`src/hdl/nwrc_pkg.sv`:
```
// ---------------------------------------------------------------------------
// nwrc_pkg: shared types and constants for the node wake retry controller
// Configuration record, command codes and register reset values.
// ---------------------------------------------------------------------------
package nwrc_pkg;

    localparam int TIMER_BITS_DEFAULT = 24;

    localparam logic [15:0] PULSE_TICKS_RESET    = 16'd100;
    localparam logic [15:0] SETTLE_TICKS_RESET   = 16'd100;
    localparam logic [15:0] WINDOW_TICKS_RESET   = 16'd1000;
    localparam logic [3:0]  MAX_ATTEMPTS_RESET   = 4'd3;
    localparam logic [23:0] COOLDOWN_TICKS_RESET = 24'd900000;

    typedef enum logic [1:0] {
        MODE_TICK     = 2'd0,
        MODE_WAKE     = 2'd1,
        MODE_RESET_CD = 2'd2,
        MODE_SLEEP    = 2'd3
    } mode_t;

    typedef struct packed {
        logic [15:0] pulse_ticks;
        logic [15:0] settle_ticks;
        logic [15:0] retry_window_ticks;
        logic [3:0]  max_attempts;
        logic [23:0] cooldown_ticks;
    } cfg_t;

endpackage

```
`src/hdl/nwrc_if.sv`:
```
// ---------------------------------------------------------------------------
// nwrc_if: item and result channels
// Valid/ready channels carrying one tick command and one status result.
// ---------------------------------------------------------------------------
interface nwrc_item_if;
    logic       valid;
    logic       ready;
    logic [1:0] mode;
    logic       status_high;

    modport source (output valid, output mode, output status_high, input ready);
    modport sink (input valid, input mode, input status_high, output ready);
endinterface

interface nwrc_result_if;
    logic       valid;
    logic       ready;
    logic       wake_line;
    logic [2:0] node_state;
    logic [3:0] attempt_count;
    logic       wake_done;
    logic       wake_ok;

    modport source (output valid, output wake_line, output node_state,
                    output attempt_count, output wake_done, output wake_ok,
                    input ready);
    modport sink (input valid, input wake_line, input node_state,
                  input attempt_count, input wake_done, input wake_ok,
                  output ready);
endinterface

```
`src/hdl/nwrc_regs.sv`:
```
// ---------------------------------------------------------------------------
// nwrc_regs: configuration register file
// APB-style write and read access to the five timing registers.
// ---------------------------------------------------------------------------
module nwrc_regs
    import nwrc_pkg::*;
(
    input  logic        clk,
    input  logic        rst_n,
    input  logic        psel,
    input  logic        penable,
    input  logic        pwrite,
    input  logic [4:0]  paddr,
    input  logic [31:0] pwdata,
    output logic [31:0] prdata,
    output logic        pready,
    output cfg_t        cfg
);

    localparam logic [2:0] REG_PULSE    = 3'd0;
    localparam logic [2:0] REG_SETTLE   = 3'd1;
    localparam logic [2:0] REG_WINDOW   = 3'd2;
    localparam logic [2:0] REG_ATTEMPTS = 3'd3;
    localparam logic [2:0] REG_COOLDOWN = 3'd4;

    cfg_t       cfg_reg;
    logic       wr_en;
    logic [2:0] reg_idx;

    assign pready  = 1'b1;
    assign wr_en   = psel & penable & pwrite;
    assign reg_idx = paddr[4:2];
    assign cfg     = cfg_reg;

    always_ff @(posedge clk or negedge rst_n)
    begin
        if (!rst_n)
        begin
            cfg_reg.pulse_ticks        <= PULSE_TICKS_RESET;
            cfg_reg.settle_ticks       <= SETTLE_TICKS_RESET;
            cfg_reg.retry_window_ticks <= WINDOW_TICKS_RESET;
            cfg_reg.max_attempts       <= MAX_ATTEMPTS_RESET;
            cfg_reg.cooldown_ticks     <= COOLDOWN_TICKS_RESET;
        end
        else if (wr_en)
        begin
            unique case (reg_idx)
                REG_PULSE:    cfg_reg.pulse_ticks        <= pwdata[15:0];
                REG_SETTLE:   cfg_reg.settle_ticks       <= pwdata[15:0];
                REG_WINDOW:   cfg_reg.retry_window_ticks <= pwdata[15:0];
                REG_ATTEMPTS: cfg_reg.max_attempts       <= pwdata[3:0];
                REG_COOLDOWN: cfg_reg.cooldown_ticks     <= pwdata[23:0];
                default:      ;
            endcase
        end
    end

    always_comb
    begin
        unique case (reg_idx)
            REG_PULSE:    prdata = {16'd0, cfg_reg.pulse_ticks};
            REG_SETTLE:   prdata = {16'd0, cfg_reg.settle_ticks};
            REG_WINDOW:   prdata = {16'd0, cfg_reg.retry_window_ticks};
            REG_ATTEMPTS: prdata = {28'd0, cfg_reg.max_attempts};
            REG_COOLDOWN: prdata = {8'd0, cfg_reg.cooldown_ticks};
            default:      prdata = 32'd0;
        endcase
    end

endmodule

```
`src/hdl/nwrc_core.sv`:
```
// ---------------------------------------------------------------------------
// nwrc_core: wake sequencer
// Per-tick update of phase, wake step, step timer and attempt count, with
// a registered result stage.
// ---------------------------------------------------------------------------
module nwrc_core
    import nwrc_pkg::*;
#(
    parameter int TIMER_BITS = TIMER_BITS_DEFAULT
)
(
    input  logic            clk,
    input  logic            rst_n,
    input  cfg_t            cfg,
    nwrc_item_if.sink       item,
    nwrc_result_if.source   result
);

    typedef enum logic [2:0] {
        PH_UNKNOWN  = 3'd0,
        PH_SLEEPING = 3'd1,
        PH_WAKING   = 3'd2,
        PH_AWAKE    = 3'd3,
        PH_COOLDOWN = 3'd4
    } phase_t;

    typedef enum logic [1:0] {
        WS_PULSE  = 2'd0,
        WS_WAIT   = 2'd1,
        WS_SETTLE = 2'd2,
        WS_GAP    = 2'd3
    } step_t;

    localparam int WIDE = (TIMER_BITS > 24) ? TIMER_BITS : 24;
    localparam logic [WIDE-1:0] TIMER_MAX = WIDE'({TIMER_BITS{1'b1}});
    localparam logic [3:0] ATTEMPTS_MAX = 4'd15;

    phase_t                phase_reg, phase_next;
    step_t                 step_reg, step_next;
    logic [TIMER_BITS-1:0] timer_reg, timer_next;
    logic [3:0]            attempts_reg, attempts_next;
    logic                  level_reg, level_next;

    logic                  out_valid_reg;
    logic                  wake_line_reg;
    logic [2:0]            node_state_reg;
    logic [3:0]            attempt_count_reg;
    logic                  wake_done_reg, wake_ok_reg;

    logic                  accept;
    logic                  done, ok;
    logic [TIMER_BITS-1:0] timer_dec;
    logic                  timer_zero;
    logic [3:0]            limit;
    logic [3:0]            attempts_inc;
    logic [WIDE-1:0]       cool_wide;
    logic [TIMER_BITS-1:0] pulse_load, settle_load, window_load, cool_load;
    mode_t                 mode;

    assign item.ready = !out_valid_reg || result.ready;
    assign accept     = item.valid && item.ready;
    assign mode       = mode_t'(item.mode);

    assign timer_dec    = (timer_reg != '0) ? timer_reg - 1'b1 : timer_reg;
    assign timer_zero   = (timer_dec == '0);
    assign limit        = (cfg.max_attempts == 4'd0) ? 4'd1 : cfg.max_attempts;
    assign attempts_inc = (attempts_reg < ATTEMPTS_MAX) ? attempts_reg + 4'd1
                                                        : attempts_reg;
    assign pulse_load   = TIMER_BITS'(cfg.pulse_ticks);
    assign settle_load  = TIMER_BITS'(cfg.settle_ticks);
    assign window_load  = TIMER_BITS'(cfg.retry_window_ticks);
    assign cool_wide    = WIDE'(cfg.cooldown_ticks);
    assign cool_load    = (cool_wide > TIMER_MAX) ? TIMER_MAX[TIMER_BITS-1:0]
                                                  : cool_wide[TIMER_BITS-1:0];

    always_comb
    begin
        phase_next    = phase_reg;
        step_next     = step_reg;
        timer_next    = timer_reg;
        attempts_next = attempts_reg;
        level_next    = level_reg;
        done          = 1'b0;
        ok            = 1'b0;

        if (phase_reg == PH_WAKING)
        begin
            unique case (step_reg)
                WS_PULSE:
                begin
                    timer_next = timer_dec;
                    if (timer_zero)
                    begin
                        level_next = 1'b0;
                        step_next  = WS_WAIT;
                        timer_next = window_load;
                    end
                end
                WS_WAIT:
                begin
                    if (item.status_high)
                    begin
                        step_next  = WS_SETTLE;
                        timer_next = settle_load;
                        if (settle_load == '0)
                        begin
                            phase_next    = PH_AWAKE;
                            attempts_next = 4'd0;
                            step_next     = WS_PULSE;
                            level_next    = 1'b0;
                            done          = 1'b1;
                            ok            = 1'b1;
                        end
                    end
                    else
                    begin
                        timer_next = timer_dec;
                        if (timer_zero)
                        begin
                            if (attempts_reg >= limit)
                            begin
                                phase_next = PH_COOLDOWN;
                                step_next  = WS_PULSE;
                                timer_next = cool_load;
                                done       = 1'b1;
                            end
                            else
                            begin
                                step_next  = WS_GAP;
                                timer_next = window_load;
                            end
                        end
                    end
                end
                WS_SETTLE:
                begin
                    timer_next = timer_dec;
                    if (timer_zero)
                    begin
                        phase_next    = PH_AWAKE;
                        attempts_next = 4'd0;
                        step_next     = WS_PULSE;
                        level_next    = 1'b0;
                        timer_next    = '0;
                        done          = 1'b1;
                        ok            = 1'b1;
                    end
                end
                WS_GAP:
                begin
                    timer_next = timer_dec;
                    if (timer_zero)
                    begin
                        attempts_next = attempts_inc;
                        step_next     = WS_PULSE;
                        level_next    = 1'b1;
                        timer_next    = pulse_load;
                    end
                end
                default: ;
            endcase
        end
        else
        begin
            unique case (mode)
                MODE_WAKE:
                begin
                    if (item.status_high)
                    begin
                        phase_next    = PH_AWAKE;
                        attempts_next = 4'd0;
                        done          = 1'b1;
                        ok            = 1'b1;
                    end
                    else if (phase_reg == PH_COOLDOWN)
                    begin
                        done = 1'b1;
                    end
                    else
                    begin
                        phase_next    = PH_WAKING;
                        attempts_next = 4'd1;
                        step_next     = WS_PULSE;
                        level_next    = 1'b1;
                        timer_next    = pulse_load;
                    end
                end
                MODE_RESET_CD:
                begin
                    if (phase_reg == PH_COOLDOWN)
                    begin
                        phase_next    = PH_SLEEPING;
                        attempts_next = 4'd0;
                    end
                end
                MODE_SLEEP:
                begin
                    if (!item.status_high)
                        phase_next = PH_SLEEPING;
                end
                MODE_TICK:
                begin
                    if (phase_reg != PH_COOLDOWN)
                    begin
                        if (item.status_high && phase_reg != PH_AWAKE)
                        begin
                            phase_next    = PH_AWAKE;
                            attempts_next = 4'd0;
                        end
                        else if (!item.status_high && phase_reg == PH_AWAKE)
                        begin
                            phase_next = PH_SLEEPING;
                        end
                    end
                end
                default: ;
            endcase
            if (phase_next == PH_COOLDOWN)
            begin
                timer_next = timer_dec;
                if (timer_zero)
                begin
                    phase_next    = PH_SLEEPING;
                    attempts_next = 4'd0;
                end
            end
        end
    end

    always_ff @(posedge clk or negedge rst_n)
    begin
        if (!rst_n)
        begin
            phase_reg     <= PH_UNKNOWN;
            step_reg      <= WS_PULSE;
            timer_reg     <= '0;
            attempts_reg  <= 4'd0;
            level_reg     <= 1'b0;
            out_valid_reg <= 1'b0;
        end
        else
        begin
            if (accept)
            begin
                phase_reg     <= phase_next;
                step_reg      <= step_next;
                timer_reg     <= timer_next;
                attempts_reg  <= attempts_next;
                level_reg     <= level_next;
                out_valid_reg <= 1'b1;
            end
            else if (result.ready)
            begin
                out_valid_reg <= 1'b0;
            end
        end
    end

    always_ff @(posedge clk)
    begin
        if (accept)
        begin
            wake_line_reg     <= level_next;
            node_state_reg    <= phase_next;
            attempt_count_reg <= attempts_next;
            wake_done_reg     <= done;
            wake_ok_reg       <= done & ok;
        end
    end

    assign result.valid         = out_valid_reg;
    assign result.wake_line     = wake_line_reg;
    assign result.node_state    = node_state_reg;
    assign result.attempt_count = attempt_count_reg;
    assign result.wake_done     = wake_done_reg;
    assign result.wake_ok       = wake_ok_reg;

endmodule

```
`src/hdl/node_wake_retry_controller_top.sv`:
```
// ---------------------------------------------------------------------------
// node_wake_retry_controller_top: node wake retry controller
// Drives a remote node's wake line with retries and cooldown, one
// millisecond tick per transaction, and tracks the node status pin.
// ---------------------------------------------------------------------------
// channel   dir   handshake        payload
// item      in    valid/ready      mode[1:0], status_high
// result    out   valid/ready      wake_line, node_state[2:0], attempt_count[3:0],
//                                  wake_done, wake_ok
// apb       in    psel/penable     paddr[4:0], pwdata[31:0], prdata[31:0]
//
// One transaction per clock unless results stall: the state update for an item
// completes in the accept cycle; the result register shows it on the next cycle.
// A new item is taken while the result register is empty or being drained.
// Reset returns the phase to unknown and the registers to their defaults.
// ---------------------------------------------------------------------------
module node_wake_retry_controller_top
    import nwrc_pkg::*;
#(
    parameter int TIMER_BITS = TIMER_BITS_DEFAULT
)
(
    input  logic            clk,
    input  logic            rst_n,
    nwrc_item_if.sink       item,
    nwrc_result_if.source   result,
    input  logic            psel,
    input  logic            penable,
    input  logic            pwrite,
    input  logic [4:0]      paddr,
    input  logic [31:0]     pwdata,
    output logic [31:0]     prdata,
    output logic            pready
);

    cfg_t cfg;

    nwrc_regs u_regs (
        .clk     (clk),
        .rst_n   (rst_n),
        .psel    (psel),
        .penable (penable),
        .pwrite  (pwrite),
        .paddr   (paddr),
        .pwdata  (pwdata),
        .prdata  (prdata),
        .pready  (pready),
        .cfg     (cfg)
    );

    nwrc_core #(
        .TIMER_BITS (TIMER_BITS)
    ) u_core (
        .clk    (clk),
        .rst_n  (rst_n),
        .cfg    (cfg),
        .item   (item),
        .result (result)
    );

endmodule

```
`src/flat_wrapper.sv`:
```
// flat-port wrapper written by rule: the top's interface ports become plain ports
module node_wake_retry_controller_top_flat import nwrc_pkg::*;
#(
    parameter int TIMER_BITS = TIMER_BITS_DEFAULT
)
  (clk, rst_n, psel, penable, pwrite, paddr, pwdata, prdata, pready, item_valid, item_mode, item_status_high, item_ready, result_valid, result_wake_line, result_node_state, result_attempt_count, result_wake_done, result_wake_ok, result_ready);
  nwrc_item_if item_i ();
  nwrc_result_if result_i ();
  input  logic clk;
  input  logic rst_n;
  input  logic psel;
  input  logic penable;
  input  logic pwrite;
  input  logic [4:0] paddr;
  input  logic [31:0] pwdata;
  output logic [31:0] prdata;
  output logic pready;
  input wire logic [$bits(item_i.valid)-1:0] item_valid;
  input wire logic [$bits(item_i.mode)-1:0] item_mode;
  input wire logic [$bits(item_i.status_high)-1:0] item_status_high;
  output wire logic [$bits(item_i.ready)-1:0] item_ready;
  output wire logic [$bits(result_i.valid)-1:0] result_valid;
  output wire logic [$bits(result_i.wake_line)-1:0] result_wake_line;
  output wire logic [$bits(result_i.node_state)-1:0] result_node_state;
  output wire logic [$bits(result_i.attempt_count)-1:0] result_attempt_count;
  output wire logic [$bits(result_i.wake_done)-1:0] result_wake_done;
  output wire logic [$bits(result_i.wake_ok)-1:0] result_wake_ok;
  input wire logic [$bits(result_i.ready)-1:0] result_ready;
  assign item_i.valid = item_valid;
  assign item_i.mode = item_mode;
  assign item_i.status_high = item_status_high;
  assign item_ready = item_i.ready;
  assign result_valid = result_i.valid;
  assign result_wake_line = result_i.wake_line;
  assign result_node_state = result_i.node_state;
  assign result_attempt_count = result_i.attempt_count;
  assign result_wake_done = result_i.wake_done;
  assign result_wake_ok = result_i.wake_ok;
  assign result_i.ready = result_ready;
  node_wake_retry_controller_top #(.TIMER_BITS(TIMER_BITS)) u_core (.clk(clk), .rst_n(rst_n), .item(item_i), .result(result_i), .psel(psel), .penable(penable), .pwrite(pwrite), .paddr(paddr), .pwdata(pwdata), .prdata(prdata), .pready(pready));
endmodule
```
`config.mk`:
```
export PLATFORM = sky130hd
export DESIGN_NAME = node_wake_retry_controller_top_flat
export DESIGN_NICKNAME = d
export VERILOG_FILES = /design/src/hdl/nwrc_pkg.sv /design/src/hdl/nwrc_if.sv /design/src/hdl/nwrc_regs.sv /design/src/hdl/nwrc_core.sv /design/src/hdl/node_wake_retry_controller_top.sv /design/src/flat_wrapper.sv
export SDC_FILE = /design/constraint.sdc
export NUM_CORES = 1
export LEC_CHECK = 0
export BUFFER_PORTS_ARGS = -buffer_cell sky130_fd_sc_hd__buf_2
export CORE_ASPECT_RATIO = 2
export CORE_UTILIZATION = 65
export DETAILED_ROUTE_END_ITERATION = 10
export HOLD_SLACK_MARGIN = 0.02
export PLACE_DENSITY_LB_ADDON = 0.08
export SLEW_MARGIN = 20
export SYNTH_ARGS = -nofsm -noshare
export SYNTH_HDL_FRONTEND = slang
export SYNTH_SLANG_ARGS = --single-unit
```
`constraint.sdc`:
```
create_clock -name clk -period 8.1 [get_ports clk]
set_input_delay 2.43 -clock clk [delete_from_list [all_inputs] [get_ports clk]]
set_output_delay 2.43 -clock clk [all_outputs]
set_load 0.01 [all_outputs]
```
==> reports/metrics.yaml <==
cts_tree: "yes"
clock-sinks: 121
critPathCaptureType: "primary output"
cts_hold_buf: 0
yosys_warnings: 0
critPathLaunchType: "input pin"
async_flop_share: 0.917
yosys-top-cells-count: "nand2_1, dfrtp_1, mux2_2, o21ai_0, nor2_1"
outcome: "completed"
setup_violations: 0
num_vias: 8297
maxSlewViolCount: 0
die_area_um2: 13500
dp_hpwl_mm: 19.2
path_max_fanout: 12
postSynthAreaPerCell_um2: 9.13
cts_root_buf: "clkbuf_16"
ir_drop_mv: 0.230
grt_max_degree: 75
grt_util_all_layers: 0.433
arrival_ns: 4.18
numPortBuffers: 72
core_area_um2: 12600
worst_pin_slew_ns: 1.12
yosysSeqAreaShare: 0.366
ys_ff_latch: 121
post-route-drc-count: 0
hold_viol: 0
power_density_nw_per_um2: 286
antenna_found_initial: 1
grt_overflow: 0
grt_pass1_wl_mm: 43.2
yosysUniqueCellTypes: 86
tns_ns: 0
cts_made_buffers: 17
grt_pass1_vias: 8527
leakagePower_nw: 3.97
critPathKind: "input pin to primary output"
synthCells: 929
antenna_left: 0
postCtsSetupRepairBufs: 0
netlist_area_um2: 8490
ctsResizeCount: 0
crit_required_ns: 5.67
rows: 58
vias_per_cell: 7.33
fmax_ghz: 0.151
syn2layout_area_growth_pct: 11.5
synth_top_area_frac: 0.254
start_util: 0.672
clk_pin_slew_ns: 0.07
drt-total-wl_mm: 27.9
skew_ns: 0.0135
synth_top_area_cell: "dfrtp_1"
fin_total_pwr_w: 0.00271
drv_cap: 0
drt_pass1_iterations: 6
fp.dieW_um: 82.8
clockBufferDepth: 2
drive_above_1_share: 0.265
synth-main-ff-cell: "dfrtp_1"
rsz0062_at_grt: "false"
fp.dieH_um: 164
max_slew_margin: 0.248
place.gp.congestion: 0.994
largest_reg_flops: 76
r2r_setup_slack_ns: 3.92
io_pins: 92
synth_most_common_cell: "nand2_1"
drt-initial-drc-count: 868
hold_path_class: "register to register"
finalCritPeriodShare: 0.816
synth_edf_count: 10
routedWlPerCell_um: 24.6
nFillCells: 916
layout_min_cycle_time_ns: 6.61
clk_latency_ns: 0.42
synthTopCellsByArea: "dfrtp_1, mux2_2, dfstp_2"
h-tree-depth: 4
nets: 1026
-- worst paths after layout --
check,depth (start not counted),start,end
worst max-delay path,5,paddr[4],prdata[11]
worst min-delay path,2,u_core.u_regs.cfg[16],u_core.u_core.timer_reg[16]
worst max register to register,11,u_core.u_core.timer_reg[0],u_core.u_core.result.attempt_count[1]
worst min register to register,2,u_core.u_regs.cfg[16],u_core.u_core.timer_reg[16]
max in group asynchronous,2,rst_n,u_core.u_core.timer_reg[15]
min in group asynchronous,1,rst_n,u_core.u_core.phase_reg[2]
-- metal layers --
layer | vias to the layer above | global-route usage | share of wire
met2 | 592 | 0.705 | 0.51
li1 | 3572 | - | -
met1 | 3948 | 0.465 | 0.34
met3 | 185 | 0.0966 | 0.081
met4 | 0 | 0.346 | 0.074
met5 | - | 0 | 0
-- worst max-delay path, cell delays in order --
cell and delay (ns):
buf_2 0.16, nand2b_1 0.26, nor2_1 0.88, a221o_1 0.31
buf_2 0.14
-- cell families (layout without fill, tap and decap cells) --
family	after synthesis	in the layout	share of synthesized area
mux	96	96	0.124
flops	121	121	0.366
other cells	2	10	0.000885
compound gates	277	277	0.226
buf+inv	94	139	0.0506
simple gates	309	309	0.196
xor+xnor	19	19	0.0205
fa+ha+maj	11	11	0.0162
-- cell usage in the layout, fill, tap and decap left out, drive strengths merged, types with 18 or more instances in the layout --
| cell | Yosys | final |
|---|---|---|
| nor2 | 65 | 65 |
| inv | 18 | 26 |
| clkbuf | 53 | 18 |
| dfstp | 25 | 25 |
| dfrtp | 86 | 86 |
| nand2 | 91 | 91 |
| a221o | 26 | 26 |
| nand3 | 31 | 31 |
| mux2i | 23 | 23 |
| a21oi | 59 | 59 |
| o21ai | 82 | 82 |
| nor3 | 22 | 22 |
| nor4 | 22 | 22 |
| buf | 21 | 87 |
| mux2 | 73 | 73 |
-- metrics by stage --
step	setup WS [ns]	hold slack, ns	area, um^2	instances	utilization
final	1.49	0.532	9460	1132	0.749
after global routing	1.46	0.551	9460	1132	0.749
after CTS	1.54	0.531	9450	1131	0.748
after floorplan	1.70	0.492	8510	936	-
after global placement	1.58	0.506	8860	1099	0.702
after detailed placement	1.58	0.523	8860	1099	0.702
-- layout make-up --
type                    count  area (um^2)  area share
multi-input cells         721         5020       0.531
flip-flops and latches    121         3110       0.329
repair buffers             87          475      0.0503
clock buffers              18          429      0.0454
well taps                 150          188      0.0198
clock inverters            14          156      0.0165
inverters                  20         75.1     0.00794
diodes                      1         2.50    0.000265
-- power by group --
part           switching [W]  internal [W]  total, W
Clock               0.000318      0.000460  0.000778
Sequential          0.000218      0.000764  0.000982
Combinational       0.000572      0.000375  0.000947
Power figures use the tool's default switching activity.
